==> config.mk <==
export PLATFORM = sky130hd
export DESIGN_NAME = scprof_ctrl
export DESIGN_NICKNAME = d
export VERILOG_FILES = /design/src/sv/scprof_pkg.sv /design/src/sv/scprof_ctrl.sv
export VERILOG_INCLUDE_DIRS = /design/src /design/src/sv
export SDC_FILE = /design/constraint.sdc
export NUM_CORES = 1
export LEC_CHECK = 0
export ABC_CLOCK_PERIOD_IN_PS = 2100
export BUFFER_PORTS_ARGS = -buffer_cell sky130_fd_sc_hd__clkbuf_2
export CAP_MARGIN = 20
export CORE_AREA = 3 3 40 42
export DETAILED_ROUTE_END_ITERATION = 16
export DIE_AREA = 0 0 43 45
export SKIP_CTS_REPAIR_TIMING = 1
export SYNTH_ARGS = -nofsm -noshare
export SYNTH_HDL_FRONTEND = slang
export SYNTH_SLANG_ARGS = --single-unit
==> constraint.sdc <==
create_clock -name i_clk -period 2.1 [get_ports i_clk]
set_input_delay 0 -clock i_clk [delete_from_list [all_inputs] [get_ports i_clk]]
set_output_delay 0 -clock i_clk [all_outputs]
set_load 0.02 [all_outputs]
==> src/sv/assert_macros.svh <==
// Assertion helpers shared by the RTL. Each use expects i_clk and i_rst_n in scope.
`ifndef ASSERT_MACROS_SVH
`define ASSERT_MACROS_SVH

// Property checked on every rising edge outside reset.
`define SCPROF_ASSERT(label, prop, msg) \
    label: assert property (@(posedge i_clk) disable iff (!i_rst_n) prop) \
        else $error(msg);

// Condition that must never hold outside reset.
`define SCPROF_ASSERT_NEVER(label, expr, msg) \
    `SCPROF_ASSERT(label, !(expr), msg)

`endif

==> src/sv/scprof_pkg.sv <==
package scprof_pkg;

    localparam int CALL_COUNT   = 512;
    localparam int THREAD_SLOTS = 64;

    localparam int CALL_IDX_W = $clog2(CALL_COUNT);
    localparam int SLOT_IDX_W = $clog2(THREAD_SLOTS);

    localparam int OP_W     = 3;
    localparam int SLOT_W   = 6;
    localparam int CALL_W   = 9;
    localparam int TS_W     = 64;
    localparam int STATUS_W = 3;
    localparam int CNT_W    = 32;

    // Event codes
    localparam logic [OP_W-1:0] OP_ENTRY   = 3'd0;
    localparam logic [OP_W-1:0] OP_EXIT    = 3'd1;
    localparam logic [OP_W-1:0] OP_CREATE  = 3'd2;
    localparam logic [OP_W-1:0] OP_EXITED  = 3'd3;
    localparam logic [OP_W-1:0] OP_READ    = 3'd4;

    // Result codes
    localparam logic [STATUS_W-1:0] ST_COUNTED      = 3'd0;
    localparam logic [STATUS_W-1:0] ST_MISSED_ENTRY = 3'd1;
    localparam logic [STATUS_W-1:0] ST_MISMATCH     = 3'd2;
    localparam logic [STATUS_W-1:0] ST_MISSED_EXIT  = 3'd3;
    localparam logic [STATUS_W-1:0] ST_REGISTERED   = 3'd4;
    localparam logic [STATUS_W-1:0] ST_DONE         = 3'd5;

    typedef struct packed {
        logic [TS_W-1:0]  time_ns;
        logic [CNT_W-1:0] calls;
        logic [CNT_W-1:0] errors;
        logic [CNT_W-1:0] missed_entries;
        logic [CNT_W-1:0] missed_exits;
    } t_stat_row;

    typedef struct packed {
        logic [CALL_W-1:0] call;
        logic [TS_W-1:0]   entry_ns;
    } t_thread_row;

    typedef enum logic [2:0] {
        S_CLEAR,
        S_IDLE,
        S_EXEC,
        S_ACCUM,
        S_MISS
    } t_state;

    typedef enum logic [1:0] {
        RD_INPUT,
        RD_HELD,
        RD_PENDING
    } t_rd_sel;

    typedef struct packed {
        logic    accept;
        logic    clear_step;
        logic    exec_commit;
        logic    elapsed_load;
        logic    accum_commit;
        logic    miss_commit;
        logic    out_load;
        t_rd_sel rd_sel;
    } t_dp_cmd;

    typedef struct packed {
        logic clear_last;
        logic match;
        logic mismatch;
        logic out_free;
    } t_dp_stat;

    function automatic logic [CNT_W-1:0] sat_inc32(input logic [CNT_W-1:0] v);
        return (v == '1) ? v : v + CNT_W'(1);
    endfunction

    function automatic logic [TS_W-1:0] sat_add64(input logic [TS_W-1:0] a,
                                                  input logic [TS_W-1:0] b);
        logic [TS_W:0] s;
        s = {1'b0, a} + {1'b0, b};
        return s[TS_W] ? '1 : s[TS_W-1:0];
    endfunction

endpackage

==> src/sv/scprof_ctrl.sv <==
module scprof_ctrl
    import scprof_pkg::*;
(
    input  logic     i_clk,
    input  logic     i_rst_n,
    input  logic     i_valid,
    output logic     o_ready,
    input  t_dp_stat i_dp,
    output t_dp_cmd  o_cmd
);

`include "assert_macros.svh"

    t_state r_state;
    t_state n_state;

    always_ff @(posedge i_clk) begin
        if (!i_rst_n) begin
            r_state <= S_CLEAR;
        end else begin
            r_state <= n_state;
        end
    end

    always_comb begin
        n_state = r_state;
        unique case (r_state)
            S_CLEAR: begin
                if (i_dp.clear_last) n_state = S_IDLE;
            end
            S_IDLE: begin
                if (i_valid) n_state = S_EXEC;
            end
            S_EXEC: begin
                if (i_dp.mismatch) begin
                    n_state = S_MISS;
                end else if (i_dp.match) begin
                    n_state = S_ACCUM;
                end else if (i_dp.out_free) begin
                    n_state = S_IDLE;
                end
            end
            S_ACCUM, S_MISS: begin
                if (i_dp.out_free) n_state = S_IDLE;
            end
            default: n_state = S_CLEAR;
        endcase
    end

    always_comb begin
        o_cmd   = '0;
        o_ready = 1'b0;
        o_cmd.rd_sel = RD_HELD;
        unique case (r_state)
            S_CLEAR: begin
                o_cmd.clear_step = 1'b1;
            end
            S_IDLE: begin
                o_ready      = 1'b1;
                o_cmd.rd_sel = RD_INPUT;
                o_cmd.accept = i_valid;
            end
            S_EXEC: begin
                // a mismatch fetches the pending call's row for the next cycle
                if (i_dp.mismatch) begin
                    o_cmd.rd_sel      = RD_PENDING;
                    o_cmd.exec_commit = 1'b1;
                end else if (i_dp.match) begin
                    o_cmd.elapsed_load = 1'b1;
                end else if (i_dp.out_free) begin
                    o_cmd.exec_commit = 1'b1;
                    o_cmd.out_load    = 1'b1;
                end
            end
            S_ACCUM: begin
                if (i_dp.out_free) begin
                    o_cmd.accum_commit = 1'b1;
                    o_cmd.out_load     = 1'b1;
                end
            end
            S_MISS: begin
                o_cmd.rd_sel = RD_PENDING;
                if (i_dp.out_free) begin
                    o_cmd.miss_commit = 1'b1;
                    o_cmd.out_load    = 1'b1;
                end
            end
            default: o_cmd = '0;
        endcase
    end

    `SCPROF_ASSERT(a_miss_after_exec,
        (r_state == S_MISS) |-> ($past(r_state) == S_EXEC || $past(r_state) == S_MISS),
        "second row update entered without a mismatching exit")
    `SCPROF_ASSERT(a_clear_complete,
        $fell(r_state == S_CLEAR) |-> $past(i_dp.clear_last),
        "clearing pass left before the last row")

endmodule

After elaboration in Yosys (flattened, before gate mapping). Cells that the tools add are included.

Register bits: 3. Input port bits: 7. Output and inout port bits: 10. Word-level logic and storage cells: 33.

Equal/unequal tests: 6. Multiplexer cells: 22. Reduce and logical (&&, ||, !) cells: 4.

Operators with widths (number): 3-bit two-way mux (5); 3-bit case mux with 4 select lines (1); 1-bit two-way mux (11); 3-bit by 2-bit equality test with 1-bit output, second input constant (2); 2-bit two-way mux (3); 2-bit case mux with 3 select lines (1); 2-bit inequality test, second input constant (2); 2-bit OR reduction (2); 3-bit by 1-bit equality test with 1-bit output, second input constant (1); 3-bit equality test, second input constant (1); 3-bit zero test (1); 1-bit case mux with 3 select lines (1); 2-bit AND reduction (1).

Depth between registers and ports, before layout. Gate-level depths: netlist of the first run.

Depth after elaboration: 4. Depth in mapped cells: 5. Depth with buffers taken out: 4.

Least setup slack after synthesis of the first run. No wires, ideal clock.

Path kind: register to output. Start point: register r_state[1]. End point: output o_cmd[8] in the netlist's numbering. Arrival: 1182 ps. Data required time: 2100 ps. Setup slack: 918 ps. Stages on the path, launching flop included: 4. Buffers on the path: 0. Path through: dfxtp_1 -> nand2b_1 -> nor2_1 -> and2_1.

RTL lines: start: declaration (line scprof_ctrl.sv:14) `t_state r_state;`; start signal: assignment (line scprof_ctrl.sv:21) `r_state <= n_state;`; end: declaration (line scprof_ctrl.sv:9) `output t_dp_cmd o_cmd`.

==> results of run 1 <==
stage by stage:
step	setup slack, ns	power (mW)	cells	hold WS [ns]
2_1_floorplan	0.918	0.173	46	0.0887
3_3_place_gp	0.776	0.211	75	0.278
3_5_place_dp	0.748	0.212	75	0.278
4_1_cts	0.600	0.320	79	0.0312
5_1_grt	0.398	0.342	79	0.0615
6_report	0.613	0.312	79	0.0444
worst min-delay path, cell delays in order:
cell and delay [ns]:
clkbuf_2 0.10, nand3b_1 0.08, o21ai_1 0.06
logic make-up after synthesis:
group	count (synthesis)	share of synthesized area (%)
buf+inv	5	8.27
flops	3	18.9
compound gates	15	30.7
simple gates	23	42.1
worst max-delay path by stage:
stage	to	slack (ns)	cells past startpoint
6_report	o_cmd[8]	0.61	4
5_1_grt	o_cmd[8]	0.40	4
4_1_cts	o_cmd[8]	0.60	4
3_5_place_dp	r_state[1]	0.75	4
3_3_place_gp	r_state[1]	0.78	4
2_1_floorplan	o_cmd[8]	0.92	3
layout make-up:
type / count / area share [%]
Clock buffer: 4 / 6.14
Inverter: 3 / 2.63
Multi-Input combinational cell: 38 / 54.1
Sequential cell: 3 / 14.0
Tap cell: 15 / 4.39
Timing Repair Buffer: 16 / 18.7
metal layers:
| metal | GRT usage, % | vias to the layer above |
|---|---|---|
| met5 | 0 | - |
| met4 | 1.81 | 0 |
| met3 | 4.78 | 0 |
| met2 | 14.7 | 14 |
| met1 | 10.6 | 157 |
| li1 | - | 195 |
layout by cell type (no fill, tap or decap), types with 3 or more instances in the layout:
cell      Yosys  routed
a21oi_1       5       5
clkbuf_2      0      16
clkbuf_4      0       3
dfxtp_1       3       3
inv_1         3       3
nor2_1        6       6
nor3_1        4       4
o21ai_0       3       3
cell usage after synthesis:
cell type / n
nor2_1: 6
a21oi_1: 5
nor3_1: 4
dfxtp_1: 3
inv_1: 3
o21ai_0: 3
and2_1: 2
nand2_1: 2
nand2b_1: 2
nand2b_4: 2
nor2b_1: 2
o21a_1: 2
o21ai_1: 2
a2111oi_2: 1
a21oi_2: 1
and3_1: 1
buf_6: 1
clkbuf_1: 1
nand3_1: 1
nand3b_1: 1
o21ai_2: 1
report_power, final:
part	internal, mW	leakage, nW	switching (mW)
clock network	0.0712	0.0150	0.0305
registers	0.0640	0.0245	0.0211
logic	0.0495	0.163	0.0754
==> summary.md, run 1 <==
| Metric | Value |
|---|---|
| Status | finished, final reports clean |
| Slowest cell on crit path | dfxtp_1 |
| Vias in the first global route | 326 |
| Hold Path Cell Cnt | 3 |
| Placement Cell Area | ~400 um2 |
| CP Launch Point | r_state[0] |
| Synth unique cells | 21 |
| Clock Path Buffers | 2 |
| Maximum number of pins on one net before global-route repair | 15 |
| Synth top area share | 18.9% |
| Area occupied by multi-input gates | 231 um2 |
| Pre-antenna DRT Iters | 4 |
| Number of max-cap violations | 0 |
| Die ar. | about 0.0019 mm2 |
| Grt total ovfl | 0 |
| Synth Cell Area | 318 um2 |
| Met2 routed WL | about 340 um |
| Post-Syn Instances | 46 |
| WS Path Type | reg2out |
| Avg WL per Cell | 9.99 um |
| Critical-path cell list | nand2b_1 -> nor2_1 -> and2_1 -> clkbuf_2 |
| Yosys reg bits | 3 |
| Share of layout cells above drive strength 1 | a little under two fifths |
| Leak | 0.203 nW |
| Ys Warns | 0 |
| Reg clk slew, reported paths | 0.04 ns |
| CP required | 2.10 ns |
| Buffers on Ports | 16 |
| Largest Register | r_state |
| Die Wd | approximately 43 um |
| PD cells | 729 mW/mm2 |
| First-pass GRT wire length | around 1.3 mm |
| Hold path start | i_rst_n |
| GP Congestion | 0.780 |
| Vias/cell | around 4.6 |
| Area Growth Syn to Fin | 34.6% |
| Critical path's top delay family | flip-flops |
| Initial antenna violation count | 0 |
| Routed WL | 789 um |
| WP data arrival | 1.49 ns |
| R2r setup slk | 0.72 ns |
| DIE HEIGHT | approximately 45 um |
| M1 wire length | 392 um |
| Final setup fails | 0 |
| Sequential area share after synthesis | 18.9% |
| # rows | 13 |
| Clock latency at the later pin of the worst-skew pair | 0.23 ns |
| CP Capture Type | output port |
| TritonCTS buffer count | 3 |
| Initial drt markers | 3 |
| Hold Fails Final Rpt | 0 |
| F_max | 673 MHz |
| Worst Hold End | r_state[0] |
| Worst slew pin tran | roughly 0.45 ns |
| Peak supply drop | 248 uV |
| Worst Skew | just over 0.003 ns |
| Final Util | 33.3% |
| Biggest regs | r_state: 3 flops |
| Post-route ant nets | 0 |
| Slew headroom | 70.1% |
| Post-DP HPWL | 607 um |
| Hold Crit Class | in2reg |
| Critical path fanouts, max | 14 |
| CTS Sinks | 3 |
| Register area | 60.1 um2 |
| R2R cell count | 4 |
| Post-route DRC violation count | 0 |
| Min Tclk post-route | 1.49 ns |
| Final setup TNS | 0 ns |
| CP startpoint kind | register |
| H-tree depth | 1 |
| Yosys top cell by area | dfxtp_1 |
| Worst Path Buf+Inv | 1 |
| Design area | 428 um2 |
| Syn Nets | 53 |
| Unrepaired setup endpoints after global routing | no |
| CTS tree | yes |
| DR vias | 366 |
| Starting density of the core | 24.7% |
| Fillers | 151 |
| Diodes inserted | 0 |
| Total Nets Final | 72 |
| Max stage delay on crit path | 0.59 ns |
| Core area | ~0.0013 mm2 |
| Root buf cell | clkbuf_4 |
| DR top layer | met3 |
| Num ports | 17 |
| Reg-to-reg critical path endpoint | r_state[1] |
| Total track usage | 8.99% |
| Avg Cell Area, Syn | 6.91 um2 |
| Max-slew violation count | 0 |
| Max reg flops | 3 |
| Worst r2r src | r_state[0] |
| Synth top area cells | dfxtp_1, nand2b_4, a21oi_1 |
| DR WL met3 | 62 um |
| Final Cycle Share | roughly 70% |
No activity file was read; power rests on OpenSTA's default activity.
==> run 2: changes to the inputs <==
Settings changed: ABC_CLOCK_PERIOD_IN_PS 2100 to 1300.
Clock period 2.1 ns to 1.3 ns, I/O delays scaled along.
==> run 2 against run 1 <==
  * Critical path depth grew 2
  * First-iteration DRC count rose to 3.7 times the previous value
  * Sequential power is 41% higher
  * Setup slack worse by 0.54 ns
  * Sequential cell count stayed put
  * Global-route usage increased by 1.6 points
  * Critical path type unchanged
  * Highest routed layer unchanged
==> summary.md, run 2 (synthesis gave the netlist of run 1 again) <==
| Metric | Value |
|---|---|
| Status | finished, final reports clean (unchanged) |
| Num ports | 17 (unchanged) |
| Fillers | 144 (was 151) |
| Reg clk slew, reported paths | 0.04 ns (about the same) |
| Worst slew pin tran | 0.240 ns (was 0.448 ns) |
| Clock power frac | 29.9% (was 32.6%) |
| DR vias | 383 (was 366) |
| Die Wd | 43 um (unchanged) |
| DP Worst Slack | 0.0620 ns (was 0.748 ns) |
| Max stage delay on crit path | 0.36 ns (was 0.59 ns) |
| Worst setup margin | 0.0703 ns (was 0.613 ns) |
| H-tree depth | 1 (unchanged) |
| Critical path's top delay family | flip-flops (unchanged) |
| Hold Path Cell Cnt | 3 (unchanged) |
| Initial antenna violation count | 0 (unchanged) |
| Avg WL per Cell | 10.3 um (was 9.99 um) |
| CTS tree | yes (unchanged) |
| Most frequent cells in the layout | clkbuf_2, nor2_1, a21oi_1, buf_4, nor3_1 (was clkbuf_2, nor2_1, a21oi_1) |
| Final Cycle Share | between 90% and 100% |
| Design area | 483 um2 (was 428 um2) |
| Number of max-cap violations | 0 (unchanged) |
| Vias in the first global route | 358 (was 326) |
| Share of layout cells above drive strength 1 | 49.3% (was 37.5%) |
| Core area | 0.00128 mm2 (unchanged) |
| Commonest non-fill, non-tap cell in the layout | clkbuf_2 (unchanged) |
| Sequential share of power | 22.0% (was 27.3%) |
| Pre-antenna DRT Iters | 4 (unchanged) |
| CTS Sinks | 3 (unchanged) |
| Hold_ws | 0.0480 ns (was 0.0444 ns) |
| Post-DP HPWL | 685 um (was 607 um) |
| Clock Path Buffers | 2 (unchanged) |
| Net Sw Frac | 39.7% (was 40.7%) |
| Grt total ovfl | 0 (unchanged) |
| Cell count along the critical path | 6 (was 4) |
| Post-route DRC violation count | 0 (unchanged) |
| Routed WL | 841 um (was 789 um) |
| Maximum number of pins on one net before global-route repair | 10 (was 15) |
| GP Congestion | 0.724 (was 0.780) |
| Buffers on Ports | 16 (unchanged) |
| Diodes inserted | 0 (unchanged) |
| Unrepaired setup endpoints after global routing | yes (was no) |
| Placement Cell Area | 424 um2 (was 402 um2) |
| Min Tclk post-route | ~1.2 ns |
| Comb pwr share | 48.2% (was 40.1%) |
| Post-route ant nets | 0 (unchanged) |
| Initial drt markers | 11 (was 3) |
| Final setup fails | 0 (unchanged) |
| Total Nets Final | 75 (was 72) |
| # rows | 13 (unchanged) |
| Cell Int Power | 0.330 mW (was 0.185 mW) |
| Max reg flops | 3 (unchanged) |
| WS Path Type | reg2out (unchanged) |
| Biggest regs | r_state: 3 flops (unchanged) |
| Area Growth Syn to Fin | 52.0% (was 34.6%) |
| Largest Register | r_state (unchanged) |
| WP data arrival | 1.23 ns (was 1.49 ns) |
| PD cells | 1130 mW/mm2 (was 729 mW/mm2) |
| Clock latency at the later pin of the worst-skew pair | 0.23 ns (about the same) |
| First-pass GRT wire length | 1.52 mm (was 1.29 mm) |
| Hold Fails Final Rpt | 0 (unchanged) |
| Total track usage | 10.6% (was 8.99%) |
| Switching power | 0.217 mW (was 0.127 mW) |
| Die ar. | 0.00194 mm2 (unchanged) |
| Leak | 0.224 nW (was 0.203 nW) |
| CP startpoint kind | register (unchanged) |
| F_max | 813 MHz |
| Max-slew violation count | 0 (unchanged) |
| TritonCTS buffer count | 3 (unchanged) |
| Vias/cell | 4.67 (was 4.63) |
| Starting density of the core | 24.7% (unchanged) |
| CP Capture Type | output port (unchanged) |
| Critical-path cell list | buf_6 -> nor2b_4 -> o21ai_1 -> o21ai_0 -> and2_1 -> buf_4 (was nand2b_1 -> nor2_1 -> and2_1 -> clkbuf_2) |
| Worst Skew | 0.000850 ns (was 0.00312 ns) |
| Critical path fanouts, max | 6 (was 14) |
| Peak supply drop | 447 uV (was 248 uV) |
| Hold Crit Class | in2reg (unchanged) |
| R2R cell count | 4 (unchanged) |
| DIE HEIGHT | 45 um (unchanged) |
| Root buf cell | clkbuf_4 (unchanged) |
| CP required | 1.30 ns (was 2.10 ns) |
| Slew headroom | 84.0% (was 70.1%) |
| Slowest cell on crit path | dfxtp_4 (was dfxtp_1) |
| Worst Path Buf+Inv | 2 (was 1) |
run 2: power groups by stage:
stage          logic (mW)  registers, mW  clock network (mW)
2_1_floorplan       0.162          0.117                   0
3_3_place_gp        0.247          0.120                   0
3_5_place_dp        0.250          0.120                   0
4_1_cts             0.250          0.119               0.170
5_1_grt             0.295          0.122               0.184
6_report            0.263          0.120               0.163
run 2: worst register-to-register path: cells and delay by family (launching register included):
family	cells	cell delay, ns
AOI/OAI and AO/OA	3	0.56
DFF	1	0.36
and+or+nand+nor	1	0.16
run 2: per-stage QoR:
stage,utilization [%],std cells,setup TNS (ns),power (mW)
2_1_floorplan,-,46,0,0.279
3_3_place_gp,33.0,78,0,0.367
3_5_place_dp,33.0,78,0,0.370
4_1_cts,35.1,82,-0.192,0.539
5_1_grt,37.6,82,-0.0382,0.602
6_report,37.6,82,0,0.546
run 2: final timing paths:
check | startpoint | to | slack (ns)
worst max-delay path | r_state[2] | o_cmd[2] | 0.07
worst min-delay path | i_rst_n | r_state[0] | 0.05
worst max register to register | r_state[1] | r_state[1] | 0.12
worst min register to register | r_state[0] | r_state[2] | 0.59
run 2: layer usage:
metal	vias to the layer above	share of wire, %	global-route usage, %
met4	0	0	3.61
met5	-	0	0
li1	201	-	-
met3	0	7.8	5.18
met2	18	46	14.4
met1	164	46	14.4
run 2: layout make-up:
cell class	instances	area, um2	share of cell area (%)
Multi-Input combinational cell	38	244	50.5
Timing Repair Buffer	19	114	23.6
Sequential cell	3	68.8	14.2
Clock buffer	4	26.3	5.44
Tap cell	15	18.8	3.89
Inverter	3	11.3	2.33
==> run 3: changes to the inputs <==
Settings changed: ABC_CLOCK_PERIOD_IN_PS 1300 to 1400.
Clock period 1.3 ns to 1.4 ns, I/O delays scaled along.
==> run 3 against run 2 <==
  * Sequential cell count stayed put
  * Sequential share of layout area down 0.52 points
  * Non-clock buffer count down 1
  * Via count shrank 2.6%
  * Setup slack improved by 0.042 ns
  * Sequential power is 10% lower
  * Global-route usage is 1.1 points lower
  * Clock power is 6% lower
  * Clock skew rose by 0.0042 ns
  * Critical path depth down 1
  * Combinational power decreased by 15%
  * Critical endpoint unchanged
  * Largest cell class unchanged
  * Highest routed layer is now met4
==> summary.md, run 3 (synthesis gave the netlist of run 1 again) <==
| Metric | Value |
|---|---|
| Status | finished, final reports clean (unchanged) |
| Clock latency at the later pin of the worst-skew pair | 0.24 ns (was 0.23 ns) |
| Max-slew violation count | 0 (unchanged) |
| Clock Path Buffers | 2 (unchanged) |
| Buffers on Ports | 16 (unchanged) |
| Total power | 0.485 mW (was 0.546 mW) |
| Initial antenna violation count | 0 (unchanged) |
| Pre-antenna DRT Iters | 3 (was 4) |
| TritonCTS buffer count | 3 (unchanged) |
| Worst Path Buf+Inv | 1 (was 2) |
| Number of max-cap violations | 0 (unchanged) |
| Total Nets Final | 74 (was 75) |
| Maximum number of pins on one net before global-route repair | 13 (was 10) |
| Design area | 447 um2 (was 483 um2) |
| Vias/cell | 4.60 (was 4.67) |
| Worst r2r src | r_state[2] (was r_state[1]) |
| DP Worst Slack | 0.209 ns (was 0.0620 ns) |
| Slowest cell on crit path | dfxtp_2 (was dfxtp_4) |
| Slew headroom | 83.0% (was 84.0%) |
| Core area | 0.00128 mm2 (unchanged) |
| # rows | 13 (unchanged) |
| Reg clk slew, reported paths | 0.04 ns (about the same) |
| CP Launch Point | r_state[1] (was r_state[2]) |
| Worst Skew | 0.00504 ns (was 0.000850 ns) |
| Cells after DPL | 77 (was 78) |
| Hold_ws | 0.0381 ns (was 0.0480 ns) |
| Share of layout cells above drive strength 1 | 42.4% (was 49.3%) |
| Critical-path cell list | nor2b_2 -> o21ai_1 -> o21ai_0 -> and2_1 -> clkbuf_2 (was buf_6 -> nor2b_4 -> o21ai_1 -> o21ai_0 -> and2_1 -> buf_4) |
| Initial drt markers | 4 (was 11) |
| DIE HEIGHT | 45 um (unchanged) |
| First-pass GRT wire length | 1.37 mm (was 1.52 mm) |
| Area Growth Syn to Fin | 40.6% (was 52.0%) |
| Num ports | 17 (unchanged) |
| Diodes inserted | 0 (unchanged) |
| Routed WL | 854 um (was 841 um) |
| Hold Fails Final Rpt | 0 (unchanged) |
| Hold Crit Class | in2reg (unchanged) |
| H-tree depth | 1 (unchanged) |
| Commonest non-fill, non-tap cell in the layout | clkbuf_2 (unchanged) |
| Placement Cell Area | 417 um2 (was 424 um2) |
| Critical path fanouts, max | 9 (was 6) |
| Max stage delay on crit path | 0.40 ns (was 0.36 ns) |
| PD cells | 1090 mW/mm2 (was 1130 mW/mm2) |
| Total track usage | 9.48% (was 10.6%) |
| Biggest regs | r_state: 3 flops (unchanged) |
| Min Tclk post-route | about 1.3 ns |
| Max reg flops | 3 (unchanged) |
| CTS tree | yes (unchanged) |
| WS Path Type | reg2out (unchanged) |
| CP startpoint kind | register (unchanged) |
| Vias in the first global route | 347 (was 358) |
| Most frequent cells in the layout | clkbuf_2, nor2_1, a21oi_1 (was clkbuf_2, nor2_1, a21oi_1, buf_4, nor3_1) |
| Die Wd | 43 um (unchanged) |
| Leak | 0.214 nW (was 0.224 nW) |
| Worst setup margin | 0.113 ns (was 0.0703 ns) |
| Unrepaired setup endpoints after global routing | yes (unchanged) |
| Final setup fails | 0 (unchanged) |
| Final setup TNS | 0 ns (unchanged) |
| Largest Register | r_state (unchanged) |
| Final Cycle Share | roughly 92% |
| Hold path start | i_rst_n (unchanged) |
| Post-route ant nets | 0 (unchanged) |
| WP data arrival | 1.29 ns (was 1.23 ns) |
| CP Capture Type | output port (unchanged) |
| Starting density of the core | 24.7% (unchanged) |
| Critical path's top delay family | flip-flops (unchanged) |
| CTS Sinks | 3 (unchanged) |
| Post-DP HPWL | 647 um (was 685 um) |
| CP required | 1.40 ns (was 1.30 ns) |
| GP Congestion | 0.727 (was 0.724) |
| Grt total ovfl | 0 (unchanged) |
| DR vias | 373 (was 383) |
| Root buf cell | clkbuf_4 (unchanged) |
| Post-route DRC violation count | 0 (unchanged) |
| F_max | 777 MHz |
| Die ar. | 0.00194 mm2 (unchanged) |
| Final cell count without fillers | 81 (was 82) |
| Avg WL per Cell | 10.5 um (was 10.3 um) |
| Worst slew pin tran | 0.255 ns (was 0.240 ns) |
| Final Util | 34.8% (was 37.6%) |
| Peak supply drop | 261 uV (was 447 uV) |
[run 3: cell types whose count changed in the layout (fill, tap and decap cells not counted), sizes merged]
cell,previous run,this run
clkbuf,17,20
buf,6,2
[run 3: report_power, final]
| part | leakage, nW | total (mW) | internal (mW) | switching [mW] |
|---|---|---|---|---|
| Clock | 0.0150 | 0.154 | 0.107 | 0.0468 |
| Combinational | 0.174 | 0.223 | 0.0841 | 0.139 |
| Sequential | 0.0250 | 0.108 | 0.0967 | 0.0115 |
[run 3: path summary, 6_finish.rpt]
check | cells past startpoint | slack (ns) | to
worst max-delay path | 5 | 0.11 | o_cmd[2]
worst min-delay path | 3 | 0.04 | r_state[1]
worst max register to register | 4 | 0.22 | r_state[1]
worst min register to register | 2 | 0.61 | r_state[1]
[run 3: metal layers]
layer | vias up | GRT usage (%) | wire length [um]
met2 | 14 | 16.2 | 406
met1 | 160 | 10.8 | 377
met3 | 2 | 2.39 | 52
met4 | 0 | 5.42 | 17
met5 | - | 0 | 0
li1 | 197 | - | -
[run 3: worst reg2reg max path, delay by kind of cell, from the launching register on]
family | cells | cell delay [ns]
AO/OA/AOI/OAI | 2 | 0.40
flip-flops | 1 | 0.37
buffers and inverters | 1 | 0.19
AND/OR/NAND/NOR | 1 | 0.13
[run 3: cell type report]
cell class	instances	area (um2)
timing repair buffer	18	95.1
fill	150	838
inverter	3	11.3
sequential	3	61.3
multi-input combinational	38	234
clock buffer	4	26.3
tap	15	18.8
